==> config.mk <==
export PLATFORM = sky130hd
export DESIGN_NAME = disk_request_scheduler
export DESIGN_NICKNAME = d
export VERILOG_FILES = /design/src/hw/rtl/drs_pkg.sv /design/src/hw/rtl/disk_request_scheduler.sv
export SDC_FILE = /design/constraint.sdc
export NUM_CORES = 1
export LEC_CHECK = 0
export BUFFER_PORTS_ARGS = -buffer_cell sky130_fd_sc_hd__buf_4
export CAP_MARGIN = 20
export CORE_MARGIN = 2
export CORE_UTILIZATION = 25
export CTS_CLUSTER_DIAMETER = 120
export CTS_CLUSTER_SIZE = 24
export DETAILED_ROUTE_END_ITERATION = 16
export PLACE_DENSITY = 0.43
export SYNTH_ARGS = -nofsm -noshare
export SYNTH_HDL_FRONTEND = slang
export SYNTH_SLANG_ARGS = --single-unit
==> constraint.sdc <==
create_clock -name aclk -period 11 [get_ports aclk]
set_input_delay 3.3 -clock aclk [delete_from_list [all_inputs] [get_ports aclk]]
set_output_delay 3.3 -clock aclk [all_outputs]
set_load 0.01 [all_outputs]
==> src/hw/rtl/drs_pkg.sv <==
// Package for the disk request scheduler: sizes, policy codes, sequencer states.
// No dependencies.
package drs_pkg;
    localparam int QUEUE_DEPTH = 16;
    localparam int TRACK_BITS  = 16;
    localparam int TAG_BITS    = 16;
    localparam int IDX_BITS    = $clog2(QUEUE_DEPTH);
    localparam int CNT_BITS    = $clog2(QUEUE_DEPTH + 1);

    localparam logic [2:0] POL_FIFO  = 3'd0;
    localparam logic [2:0] POL_SSTF  = 3'd1;
    localparam logic [2:0] POL_LOOK  = 3'd2;
    localparam logic [2:0] POL_CLOOK = 3'd3;
    localparam logic [2:0] POL_FLOOK = 3'd4;

    typedef enum logic [2:0] {
        ST_IDLE, ST_SCAN, ST_SCAN2, ST_FETCH, ST_SHIFT, ST_DONE
    } state_t;

    typedef enum logic [1:0] {
        SM_DIR, SM_NEAR, SM_MIN
    } scan_mode_t;
endpackage

==> src/hw/rtl/disk_request_scheduler.sv <==
// Disk request scheduler top level: queue registers, scan sequencer, result register.
// Depends on drs_pkg.
//
//  channel | ports                                        | direction
//  s_      | s_valid s_ready s_action s_track s_request_tag | in
//  m_      | m_valid m_ready m_picked_* m_seek_distance ... | out
//  cfg_    | cfg_valid cfg_ready cfg_policy               | in
//
// Enqueue and empty pick: the result valid is registered from ST_DONE. Pick (SSTF, LOOK, C-LOOK,
// F-LOOK): one scan pass of one entry per cycle through one shared distance/compare unit, a
// second pass when the directed scan finds nothing, a fetch state, then one shift of the queue
// per cycle to close the gap. FIFO picks the oldest entry: no scan, straight to the fetch state.
// aresetn is synchronous, active low; it empties the queue, head 0, sweep up.
// s_ready is low from acceptance until the result transfer completes.
module disk_request_scheduler
    import drs_pkg::*;
(
    input  logic                  aclk,
    input  logic                  aresetn,
    input  logic                  s_valid,
    output logic                  s_ready,
    input  logic                  s_action,
    input  logic [TRACK_BITS-1:0] s_track,
    input  logic [TAG_BITS-1:0]   s_request_tag,
    output logic                  m_valid,
    input  logic                  m_ready,
    output logic                  m_picked_valid,
    output logic [TAG_BITS-1:0]   m_picked_tag,
    output logic [TRACK_BITS-1:0] m_picked_track,
    output logic [TRACK_BITS-1:0] m_seek_distance,
    output logic                  m_sweep_up,
    output logic                  m_dropped,
    output logic [CNT_BITS-1:0]   m_pending_count,
    input  logic                  cfg_valid,
    output logic                  cfg_ready,
    input  logic [2:0]            cfg_policy
);
    logic [TRACK_BITS-1:0] trk_reg [QUEUE_DEPTH];
    logic [TAG_BITS-1:0]   tag_reg [QUEUE_DEPTH];
    logic [QUEUE_DEPTH-1:0] act_reg;
    logic [CNT_BITS-1:0]   cnt_reg;
    logic [TRACK_BITS-1:0] head_reg;
    logic                  up_reg;
    logic [2:0]            pol_reg;
    state_t                state_reg, state_next;
    scan_mode_t            mode_reg;
    logic                  dir_reg;
    logic                  only_act_reg;
    logic [IDX_BITS-1:0]   i_reg;
    logic [IDX_BITS-1:0]   best_reg;
    logic                  found_reg;
    logic [TRACK_BITS-1:0] bestd_reg;
    logic [TRACK_BITS-1:0] sel_trk_reg;

    logic                  last;
    logic [TRACK_BITS-1:0] t_cur, gap;
    logic                  qual, better;
    logic [CNT_BITS-1:0]   cnt_m1;

    assign cfg_ready = (state_reg == ST_IDLE) && !m_valid;
    assign s_ready   = (state_reg == ST_IDLE) && !m_valid;
    assign cnt_m1    = cnt_reg - 1'b1;
    assign last      = ({1'b0, i_reg} == cnt_m1);
    assign t_cur     = trk_reg[i_reg];
    assign gap       = (t_cur >= head_reg) ? t_cur - head_reg : head_reg - t_cur;

    // shared compare unit
    always_comb begin
        qual   = 1'b1;
        better = 1'b0;
        case (mode_reg)
            SM_DIR: begin
                if (only_act_reg && !act_reg[i_reg]) qual = 1'b0;
                if (dir_reg ? (t_cur < head_reg) : (t_cur > head_reg)) qual = 1'b0;
                better = qual && (!found_reg || gap < bestd_reg);
            end
            SM_NEAR: better = !found_reg || gap < bestd_reg;
            SM_MIN:  better = !found_reg || t_cur < sel_trk_reg;
            default: better = 1'b0;
        endcase
    end

    always_comb begin
        state_next = state_reg;
        case (state_reg)
            ST_IDLE: begin
                if (s_valid && s_ready) begin
                    if (!s_action || cnt_reg == '0)
                        state_next = ST_DONE;
                    else if (pol_reg inside {POL_SSTF, POL_LOOK, POL_CLOOK, POL_FLOOK})
                        state_next = ST_SCAN;
                    else
                        state_next = ST_FETCH;
                end
            end
            ST_SCAN:  if (last) state_next = ST_SCAN2;
            ST_SCAN2: state_next = (!found_reg && mode_reg == SM_DIR) ? ST_SCAN : ST_FETCH;
            ST_FETCH: state_next = ST_SHIFT;
            ST_SHIFT: if (last || cnt_reg <= CNT_BITS'(1)) state_next = ST_DONE;
            ST_DONE:  state_next = ST_IDLE;
            default:  state_next = ST_IDLE;
        endcase
    end

    always_ff @(posedge aclk) begin
        if (!aresetn) begin
            state_reg <= ST_IDLE;
            act_reg   <= '0;
            cnt_reg   <= '0;
            head_reg  <= '0;
            up_reg    <= 1'b1;
            pol_reg   <= POL_FIFO;
            m_valid   <= 1'b0;
        end else begin
            state_reg <= state_next;
            if (cfg_valid && cfg_ready) pol_reg <= cfg_policy;
            if (m_valid && m_ready) m_valid <= 1'b0;
            case (state_reg)
                ST_IDLE: begin
                    if (s_valid && s_ready) begin
                        m_picked_valid  <= 1'b0;
                        m_picked_tag    <= '0;
                        m_picked_track  <= '0;
                        m_seek_distance <= '0;
                        m_dropped       <= 1'b0;
                        i_reg           <= '0;
                        found_reg       <= 1'b0;
                        bestd_reg       <= '0;
                        best_reg        <= '0;
                        dir_reg         <= (pol_reg == POL_CLOOK) ? 1'b1 : up_reg;
                        only_act_reg    <= (pol_reg == POL_FLOOK);
                        mode_reg        <= (pol_reg == POL_SSTF) ? SM_NEAR : SM_DIR;
                        if (!s_action) begin
                            if (cnt_reg >= CNT_BITS'(QUEUE_DEPTH)) begin
                                m_dropped <= 1'b1;
                            end else begin
                                trk_reg[cnt_reg[IDX_BITS-1:0]] <= s_track;
                                tag_reg[cnt_reg[IDX_BITS-1:0]] <= s_request_tag;
                                act_reg[cnt_reg[IDX_BITS-1:0]] <= 1'b0;
                                cnt_reg <= cnt_reg + 1'b1;
                            end
                        end else if (cnt_reg != '0) begin
                            if (pol_reg == POL_FLOOK && act_reg == '0) begin
                                for (int k = 0; k < QUEUE_DEPTH; k++)
                                    act_reg[k] <= (CNT_BITS'(k) < cnt_reg);
                            end
                        end
                    end
                end
                ST_SCAN: begin
                    if (better) begin
                        found_reg   <= 1'b1;
                        best_reg    <= i_reg;
                        bestd_reg   <= gap;
                        sel_trk_reg <= t_cur;
                    end
                    if (!last) begin
                        i_reg <= i_reg + 1'b1;
                    end else begin
                        i_reg <= '0;
                    end
                end
                ST_SCAN2: begin
                    // second pass when the directed scan found nothing
                    if (!found_reg && mode_reg == SM_DIR) begin
                        if (pol_reg == POL_CLOOK) begin
                            mode_reg <= SM_MIN;
                        end else begin
                            dir_reg <= !dir_reg;
                            up_reg  <= !dir_reg;
                        end
                    end else begin
                        i_reg <= best_reg;
                    end
                end
                ST_FETCH: begin
                    m_picked_valid  <= 1'b1;
                    m_picked_tag    <= tag_reg[i_reg];
                    m_picked_track  <= t_cur;
                    m_seek_distance <= gap;
                    head_reg        <= t_cur;
                end
                ST_SHIFT: begin
                    if (!last && cnt_reg > CNT_BITS'(1)) begin
                        trk_reg[i_reg] <= trk_reg[i_reg + 1'b1];
                        tag_reg[i_reg] <= tag_reg[i_reg + 1'b1];
                        act_reg[i_reg] <= act_reg[i_reg + 1'b1];
                        i_reg <= i_reg + 1'b1;
                    end else begin
                        act_reg[cnt_m1[IDX_BITS-1:0]] <= 1'b0;
                        cnt_reg <= cnt_m1;
                    end
                end
                ST_DONE: m_valid <= 1'b1;
                default: ;
            endcase
        end
    end

    assign m_sweep_up      = up_reg;
    assign m_pending_count = cnt_reg;
endmodule
==> results of run 1 <==
-- how the worst max path moves through the flow --
stage                                  endpoint  slack (ns)  cells past startpoint  from
CTS                  bestd_reg[9]$_SDFFCE_PN0P_        3.25                     20  flop
floorplan             best_reg[0]$_SDFFCE_PN0P_        4.05                     21  flop
global placement    bestd_reg[15]$_SDFFCE_PN0P_        3.32                     20  flop
finish               bestd_reg[7]$_SDFFCE_PN0P_        3.39                     20  flop
global route         bestd_reg[7]$_SDFFCE_PN0P_        2.69                     18  flop
detailed placement  bestd_reg[15]$_SDFFCE_PN0P_        3.28                     20  flop
-- metrics by stage --
stage	setup slack (ns)	util
2_1_floorplan	4.05	-
3_3_place_gp	3.32	0.275
3_5_place_dp	3.28	0.275
4_1_cts	3.25	0.283
5_1_grt	2.69	0.283
6_report	3.39	0.283
-- cell families (layout without fill, tap and decap cells) --
kind of cell | Yosys count | after routing
xor+xnor | 27 | 27
mux | 325 | 325
buf+inv | 251 | 314
flops | 656 | 656
compound gates | 345 | 345
fa+ha+maj | 71 | 71
simple gates | 562 | 562
-- routing by layer --
metal	routed length (um)	global-route usage	vias up
met2	50900	0.258	559
li1	-	-	8822
met5	0	0	-
met4	1800	0.0323	0
met1	44900	0.199	10800
met3	4310	0.0173	89
-- final cells by class --
| class | count | area (sq um) | area share |
|---|---|---|---|
| clock buffer | 38 | 908 | 0.0244 |
| clock inverter | 9 | 100 | 0.00269 |
| inverter | 97 | 364 | 0.00980 |
| multi-input combinational | 1330 | 13100 | 0.352 |
| sequential | 656 | 19200 | 0.517 |
| tap | 1755 | 2200 | 0.0591 |
| timing repair buffer | 170 | 1310 | 0.0353 |
-- cell usage after synthesis, drive strengths merged, types with 49 or more instances --
cell type  count  area share
a21oi         90       0.014
buf           81       0.013
clkbuf        73      0.0083
dfxtp         49       0.030
edfxtp       607        0.55
ha            69       0.026
inv           97       0.011
mux4         295        0.20
nand2        266       0.030
nand3         52      0.0084
nor2         122       0.014
o21ai        115       0.017
-- report_power, final --
group | switching, W | internal (W) | leakage, nW
Combinational | 0.00331 | 0.00243 | 5.91
Sequential | 0.000298 | 0.00303 | 5.91
Clock | 0.000857 | 0.000612 | 0.489
Total | 0.00446 | 0.00608 | 12.3
-- worst max-delay path: stages, from the launching register on --
cell       delay, ns
dfxtp_4         0.98
buf_4           0.76
mux4_2          0.42
mux4_2          0.54
ha_1            0.48
a21oi_1         0.24
o21ai_1         0.17
a211oi_2        0.41
nand2_2         0.22
a211oi_1        0.25
a32oi_1         0.18
xor2_1          0.20
ha_1            0.32
a21o_1          0.16
a21o_1          0.17
a21o_1          0.19
a211oi_1        0.24
o31ai_1         0.10
o221a_2         0.29
a2111oi_4       0.52
buf_4           0.36
==> results_dict.tcl, run 1 <==
set metrics [dict create \
    clkLatencyLatePin_ns 0.64 \
    cts_resized 0 \
    hold_path_depth 2 \
    synth-edff-count 607 \
    rows 133 \
    antenna_cells 0 \
    grt_pass1_wl_um 149000 \
    total_power_w 0.0105 \
    cts-root-buf "clkbuf_16" \
    slew_violations 0 \
    fmax_mhz 131 \
    cts_hold_repair.buffers 0 \
    grt_start_max_net_pins 102 \
    hpwl_um 58300 \
    reg2reg_depth 20 \
    yosys.area_share.xor_xnor 0.00861 \
    min_to "m_sweep_up$_SDFFE_PN1P_" \
    end_kind "flop" \
    fin_area_sq_um 37200 \
    status "finished clean" \
    cts_made_buffers 35 \
    min-delay-start "m_sweep_up$_SDFFE_PN1P_" \
    ys_types 86 \
    fin_worst_skew_ns 0.0358 \
    powerDensity_nw_per_um2 284 \
    ys.warnings.count 0 \
    cts_setup_buffers 0 \
    antenna_found_initial 0 \
    start_util 0.252 \
    clkTransAtPathRegs_ns 0.10 \
    synth_compound_area_frac 0.0654 \
    n_fill_cell 13200 \
    grt_pass1_vias 21200 \
    cp_data_required_time_ns 11.29 \
    worstSetupPathType "flop to flop" \
    wirelength_um 102000 \
    mostFrequentLayoutCell "edfxtp_1" \
    final_cell_mix "607 x edfxtp_1, 295 x mux4_2, 264 x nand2_1" \
    syn_area_sq_um 33100 \
    worstHoldPathType "flop to flop" \
    fin_tns_setup_ns 0 \
    ys_seq_elements 656 \
    vias 20300 \
    synth_ff_type "edfxtp_1" \
    synth.area.mux_share 0.210 \
    ir_drop_mv 0.242 \
    drt_iter0_markers 1649 \
    hold_viol 0 \
    htreeDepth 2 \
    gp_congestion 0.885 \
    slew_headroom 0.245 \
    overflow 0 \
    setup_violations 0 \
    postSynthCellCount 2237 \
    place_area_sq_um 36200 \
    drc_errors 0 \
    io_buffers 99 \
    clock_path_buffers 3 \
    leakage_nw 12.3 \
    critPathArrivalTime_ns 7.91 \
    cts_tree "done" \
    design.core.area_sq_um 131000 \
    r2r_end "bestd_reg[7]$_SDFFCE_PN0P_" \
    dp_cells 4007 \
    grtUsageTotal 0.149 \
    synth_top_family_by_area "multiplexers" \
    worst_slew_pin_slew_ns 1.12 \
    fp.dieH_um 368 \
    async_flop_share 0 \
    holdWs_ns 0.510 \
    drive_gt1_frac 0.246 \
    synthSimpleGateAreaFrac 0.0773 \
    crit_fanout 54 \
    min_period_ns 7.61 \
    synthAdderAreaFrac 0.0273 \
    clock_sinks 656 \
    synth_nets 2349 \
    yosysSeqAreaShare 0.580 \
    area_growth_pct 12.1 \
    wl_per_cell_um 25.1 \
    r2r_setup_slack_ns 3.39 \
    avgSynthCellArea_sq_um 14.8 \
    io_pins 100 \
    maxCapViolCount 0 \
    fin_crit_sh 0.692 \
    fin_nets 2402 \
    viasPerCell 5.00 \
    cp-start-kind "flop" \
    rsz0062_at_grt "false" \
    fp.dieW_um 368 \
    dieArea_sq_um 135000 \
    instances_no_fill 4055 \
    drt-pass1-iter-count 5 \
    drtAntennaViolNets 0 \
]
Note: power is estimated with default switching activity, not from simulation.
==> run 2, diff against run 1 <==
--- a/config.mk
+++ b/config.mk
@@ -5,6 +5,7 @@
 export SDC_FILE = /design/constraint.sdc
 export NUM_CORES = 1
 export LEC_CHECK = 0
+export ABC_AREA = 1
 export BUFFER_PORTS_ARGS = -buffer_cell sky130_fd_sc_hd__buf_4
 export CAP_MARGIN = 20
 export CORE_MARGIN = 2
==> constraint.sdc (replaced) <==
create_clock -name aclk -period 7.4 [get_ports aclk]
set_input_delay 2.22 -clock aclk [delete_from_list [all_inputs] [get_ports aclk]]
set_output_delay 2.22 -clock aclk [all_outputs]
set_load 0.01 [all_outputs]
==> run 2 against run 1 <==
Net effect:
- critical path depth is 17 higher
- clock skew is 0.0084 ns lower
- register-to-register slack worse by 2.6 ns
- critical endpoint is now bestd_reg[3]$_SDFFCE_PN0P_
- setup slack worse by 2.6 ns
- sequential cell count stayed put
==> results_dict.tcl, run 2 <==
set metrics [dict create \
    netlist_top_cells_area "edfxtp_1 54%, o21ai_0 8.8%, nor2_1 6.8%, o221ai_1 4.2%, a21oi_1 3.2%" \
    instances_no_fill 5211 \
    grt_start_max_net_pins 213 \
    worst_slew_pin_slew_ns 1.22 \
    synth_top_area_cell "edfxtp_1" \
    ys_seq_elements 656 \
    hold_viol 0 \
    dp_cells 5158 \
    cts_hold_repair.buffers 0 \
    mostFrequentLayoutCell "edfxtp_1" \
    wirelength_um 123000 \
    design.core.area_sq_um 134000 \
    synth_ff_type "edfxtp_1" \
    drive_gt1_frac 0.0813 \
    syn_area_sq_um 33800 \
    cts-root-buf "clkbuf_16" \
    avgSynthCellArea_sq_um 9.71 \
    yosysSeqAreaShare 0.569 \
    ys_types 58 \
    clkLatencyLatePin_ns 0.62 \
    cts_resized 0 \
    fin_worst_skew_ns 0.0275 \
    grt_pass1_wl_um 179000 \
    gp_congestion 0.843 \
    synth.most_common_cell "nor2_1" \
    end_kind "flop" \
    synth_top_cells_by_count "615 x nor2_1, 607 x edfxtp_1, 596 x o21ai_0" \
    area_growth_pct 10.9 \
    synth_nets 3591 \
    maxCapViolCount 0 \
    cts_made_buffers 35 \
    setup_violations 0 \
    worstHoldPathType "flop to flop" \
    dieArea_sq_um 138000 \
    n_fill_cell 14000 \
    synth-edff-count 607 \
    drtAntennaViolNets 0 \
    rows 134 \
    io_pins 100 \
    viasPerCell 5.21 \
    fp.dieH_um 372 \
    cp_slowest_cell "buf_4" \
    htreeDepth 2 \
    clock_sinks 656 \
    min_period_ns 6.64 \
    fin_nets 3539 \
    critPathArrivalTime_ns 6.94 \
    ys.warnings.count 0 \
    fmax_mhz 151 \
    slew_violations 0 \
    antenna_found_initial 2 \
    async_flop_share 0 \
    io_buffers 99 \
    reg2reg_depth 37 \
    drt_iter0_markers 2765 \
    cp-start-kind "flop" \
    clkTransAtPathRegs_ns 0.10 \
    worstSetupPathType "flop to flop" \
    leakage_nw 12.6 \
    fin_crit_sh 0.897 \
    final_cell_mix "607 x edfxtp_1, 599 x nor2_1, 596 x o21ai_0" \
    cts_tree "done" \
    crit_fanout 99 \
    fin_tns_setup_ns 0 \
    overflow 0 \
    start_util 0.252 \
    crit_path_frequent_cell "nand2_1" \
    hold_path_depth 2 \
    rsz0062_at_grt "false" \
    wl_per_cell_um 23.7 \
    slew_headroom 0.188 \
    powerDensity_nw_per_um2 457 \
    drt-pass1-iter-count 5 \
    cts_setup_buffers 0 \
    clock_path_buffers 3 \
    grtUsageTotal 0.175 \
    cp_data_required_time_ns 7.71 \
    postSynthCellCount 3479 \
    ir_drop_mv 0.403 \
    yosysTopAreaCellShare 0.540 \
    drc_errors 0 \
    cpPeakStageDelay_ns 0.56 \
    vias 27100 \
    hpwl_um 70900 \
    grt_pass1_vias 26000 \
    fp.dieW_um 372 \
    status "finished clean" \
]
-- run 2: final timing paths --
check / startpoint / end / slack, ns
worst max-delay path: flop / bestd_reg[3]$_SDFFCE_PN0P_ / 0.76
worst min-delay path: head_reg[15]$_SDFFE_PN0P_ / head_reg[15]$_SDFFE_PN0P_ / 0.48
worst max register to register: flop / bestd_reg[3]$_SDFFCE_PN0P_ / 0.76
worst min register to register: head_reg[15]$_SDFFE_PN0P_ / head_reg[15]$_SDFFE_PN0P_ / 0.48
-- run 2: report_power, final --
group	internal (W)	switching, W	total [W]
clock	0.000902	0.00132	0.00222
combinational	0.00290	0.00719	0.0101
sequential	0.00456	0.000250	0.00481
total	0.00837	0.00875	0.0171
-- run 2: area by class of cell --
type                    instances  area (sq um)  share of cell area
clock inverters                10           104             0.00277
flip-flops and latches        656         19200               0.513
repair buffers                163          1320              0.0352
multi-input cells            2319         12700               0.340
inverters                     252           970              0.0259
clock buffers                  42           902              0.0241
well taps                    1768          2210              0.0591
diodes                          1          2.50           0.0000668
-- run 2: metal layers --
layer / track usage / wire, um / up-vias / part of all wire
li1: - / - / 12500 / -
met2: 0.289 / 58000 / 988 / 0.47
met5: 0 / 0 / - / 0
met4: 0.0483 / 2910 / 0 / 0.024
met3: 0.0194 / 7270 / 137 / 0.059
met1: 0.241 / 55200 / 13500 / 0.45
-- run 2: cells by family (layout without fill, tap and decap cells) --
kind of cell | Yosys count | count (layout) | share of synthesized area
compound gates | 1227 | 1227 | 0.217
simple gates | 994 | 994 | 0.120
flops | 656 | 656 | 0.569
buf+inv | 504 | 467 | 0.0599
fa+ha+maj | 71 | 71 | 0.0267
xor+xnor | 27 | 27 | 0.00778
other cells | 0 | 1 | 0
-- run 2: per-stage QoR --
stage | worst slack [ns] | util | power [W] | cell area (sq um) | hold WS (ns)
6_report | 0.762 | 0.280 | 0.0171 | 37400 | 0.482
5_1_grt | 0.252 | 0.280 | 0.0184 | 37400 | 0.514
4_1_cts | 0.838 | 0.280 | 0.0172 | 37400 | 0.478
3_5_place_dp | 0.872 | 0.272 | 0.0150 | 36400 | 0.464
3_3_place_gp | 0.974 | 0.272 | 0.0150 | 36400 | 0.454
2_1_floorplan | 1.90 | - | 0.0115 | 33800 | 0.445
-- run 2: worst max-delay path: cells and delay by family (launching register included) --
kind / cells / cell delay (ns)
simple gates: 18 / 2.13
buf+inv: 9 / 1.86
compound gates: 7 / 1.07
fa+ha+maj: 3 / 0.69
flops: 1 / 0.39
==> run 3, diff against run 2 <==
--- a/config.mk
+++ b/config.mk
@@ -13,7 +13,7 @@
 export CTS_CLUSTER_DIAMETER = 120
 export CTS_CLUSTER_SIZE = 24
 export DETAILED_ROUTE_END_ITERATION = 16
-export PLACE_DENSITY = 0.43
+export PLACE_DENSITY = 0.5
 export SYNTH_ARGS = -nofsm -noshare
 export SYNTH_HDL_FRONTEND = slang
 export SYNTH_SLANG_ARGS = --single-unit
==> run 3 against run 2 <==
Net effect:
- critical path depth fell by 9
- design area fell by 0.23%
- clock-buffer cell count rose by 1
- sequential share of layout area increased by 0.12 points
- non-clock buffer count fell by 8
- sequential cell count unchanged
- routed wire length down 6.4%
- setup slack gained 0.27 ns
- critical endpoint is now bestd_reg[10]$_SDFFCE_PN0P_
- largest cell class unchanged
- largest power group unchanged
==> results_dict.tcl, run 3 (synthesis gave the netlist of run 2 again) <==
set metrics [dict create \
    holdWs_ns 0.486 \
    dieArea_sq_um 138000 \
    clock_path_buffers 3 \
    final_cell_mix "607 x edfxtp_1, 599 x nor2_1, 596 x o21ai_0" \
    rows 134 \
    status "finished clean" \
    cts_made_buffers 34 \
    cp-start-kind "flop" \
    path_depth 28 \
    path_buf_inv 7 \
    fp.dieH_um 372 \
    overflow 0 \
    fin_crit_sh 0.861 \
    cts_resized 0 \
    wl_met1_um 52300 \
    fin_worst_skew_ns 0.0329 \
    worstHoldPathType "flop to flop" \
    fin_tns_setup_ns 0 \
    slew_violations 0 \
    clkTransAtPathRegs_ns 0.11 \
    slew_headroom 0.233 \
    n_fill_cell 14000 \
    ir_drop_mv 0.315 \
    end_kind "flop" \
    cts-root-buf "clkbuf_16" \
    met2RoutedLength_um 52800 \
    start_util 0.252 \
    leakage_nw 12.6 \
    cp_data_required_time_ns 7.67 \
    setup_violations 0 \
    wl_per_cell_um 22.2 \
    clkLatencyLatePin_ns 0.61 \
    worstSetupPathType "flop to flop" \
    crit_fanout 72 \
    clock_sinks 656 \
    mostFrequentLayoutCell "edfxtp_1" \
    drt-pass1-iter-count 6 \
    fin_nets 3530 \
    fp.dieW_um 372 \
    critPathArrivalTime_ns 6.64 \
    cp_top_family "compound AO/OA/AOI/OAI gates" \
    antenna_cells 0 \
    viasPerCell 5.26 \
    maxCapViolCount 0 \
    wirelength_um 115000 \
    rsz0062_at_grt "false" \
    area_growth_pct 10.6 \
    worst_slew_pin_slew_ns 1.15 \
    cts_hold_repair.buffers 0 \
    htreeDepth 2 \
    cpPeakStageDelay_ns 0.74 \
    met3WireLength_um 7480 \
    design.core.area_sq_um 134000 \
    drive_gt1_frac 0.0781 \
    drtAntennaViolNets 0 \
    io_buffers 99 \
    drc_errors 0 \
    antenna_found_initial 2 \
    fmax_mhz 157 \
    drt_iter0_markers 3054 \
    gp_congestion 0.889 \
    grtUsageTotal 0.161 \
    cp_slowest_cell "dfxtp_4" \
    hold_viol 0 \
    io_pins 100 \
    powerDensity_nw_per_um2 453 \
    min_period_ns 6.37 \
    grt_pass1_vias 25600 \
    hpwl_um 67000 \
    cts_tree "done" \
    grt_pass1_wl_um 169000 \
    highest_layer "met4" \
    grt_start_max_net_pins 213 \
    cts_setup_buffers 0 \
    crit_path_frequent_cell "o21ai_0" \
    hold_path_depth 2 \
    vias 27300 \
    reg2reg_depth 28 \
]
[run 3: changes by cell type in the layout (fill, tap and decap cells not counted), moves of 2 or more]
cell / change
clkinv_4: +2
buf_4: -9
inv_6: -4
buf_12: +2
inv_8: -2
[run 3: per-layer routing]
layer  track usage  vias to the layer above
li1              -                    12500
met1         0.228                    13500
met2         0.259                     1176
met3        0.0176                      161
met4        0.0485                        0
met5             0                        -
[run 3: area by class of cell]
class | instances | area, sq um | share of cell area
flip-flops and latches | 656 | 19200 | 0.514
repair buffers | 155 | 1260 | 0.0338
multi-input cells | 2319 | 12700 | 0.340
inverters | 252 | 965 | 0.0258
well taps | 1768 | 2210 | 0.0592
clock buffers | 43 | 927 | 0.0248
clock inverters | 5 | 55.1 | 0.00147
[run 3: worst paths after layout]
path / startpoint / endpoint / slack (ns)
max: flop / bestd_reg[10]$_SDFFCE_PN0P_ / 1.03
min: head_reg[15]$_SDFFE_PN0P_ / head_reg[15]$_SDFFE_PN0P_ / 0.49
max reg2reg: flop / bestd_reg[10]$_SDFFCE_PN0P_ / 1.03
min reg2reg: head_reg[15]$_SDFFE_PN0P_ / head_reg[15]$_SDFFE_PN0P_ / 0.49
[run 3: metrics by stage]
stage / power, W / instance area (sq um) / setup slack, ns / util / std cells
floorplan: 0.0115 / 33800 / 1.90 / - / 3479
CTS: 0.0169 / 37400 / 1.11 / 0.279 / 5198
global route: 0.0182 / 37400 / 0.518 / 0.279 / 5198
global placement: 0.0147 / 36400 / 1.16 / 0.272 / 5150
finish: 0.0169 / 37400 / 1.03 / 0.279 / 5198
detailed placement: 0.0147 / 36400 / 1.16 / 0.272 / 5150
[run 3: worst min-delay path: cells and delay by family (launching register included)]
family	cells	cell delay, ns
flops	1	0.33
compound gates	1	0.05
simple gates	1	0.06
[run 3: power breakdown]
part	switching, W	internal [W]	leakage (nW)
registers	0.000334	0.00457	5.90
clock network	0.00125	0.000907	0.479
logic	0.00698	0.00289	6.20
total	0.00857	0.00837	12.6
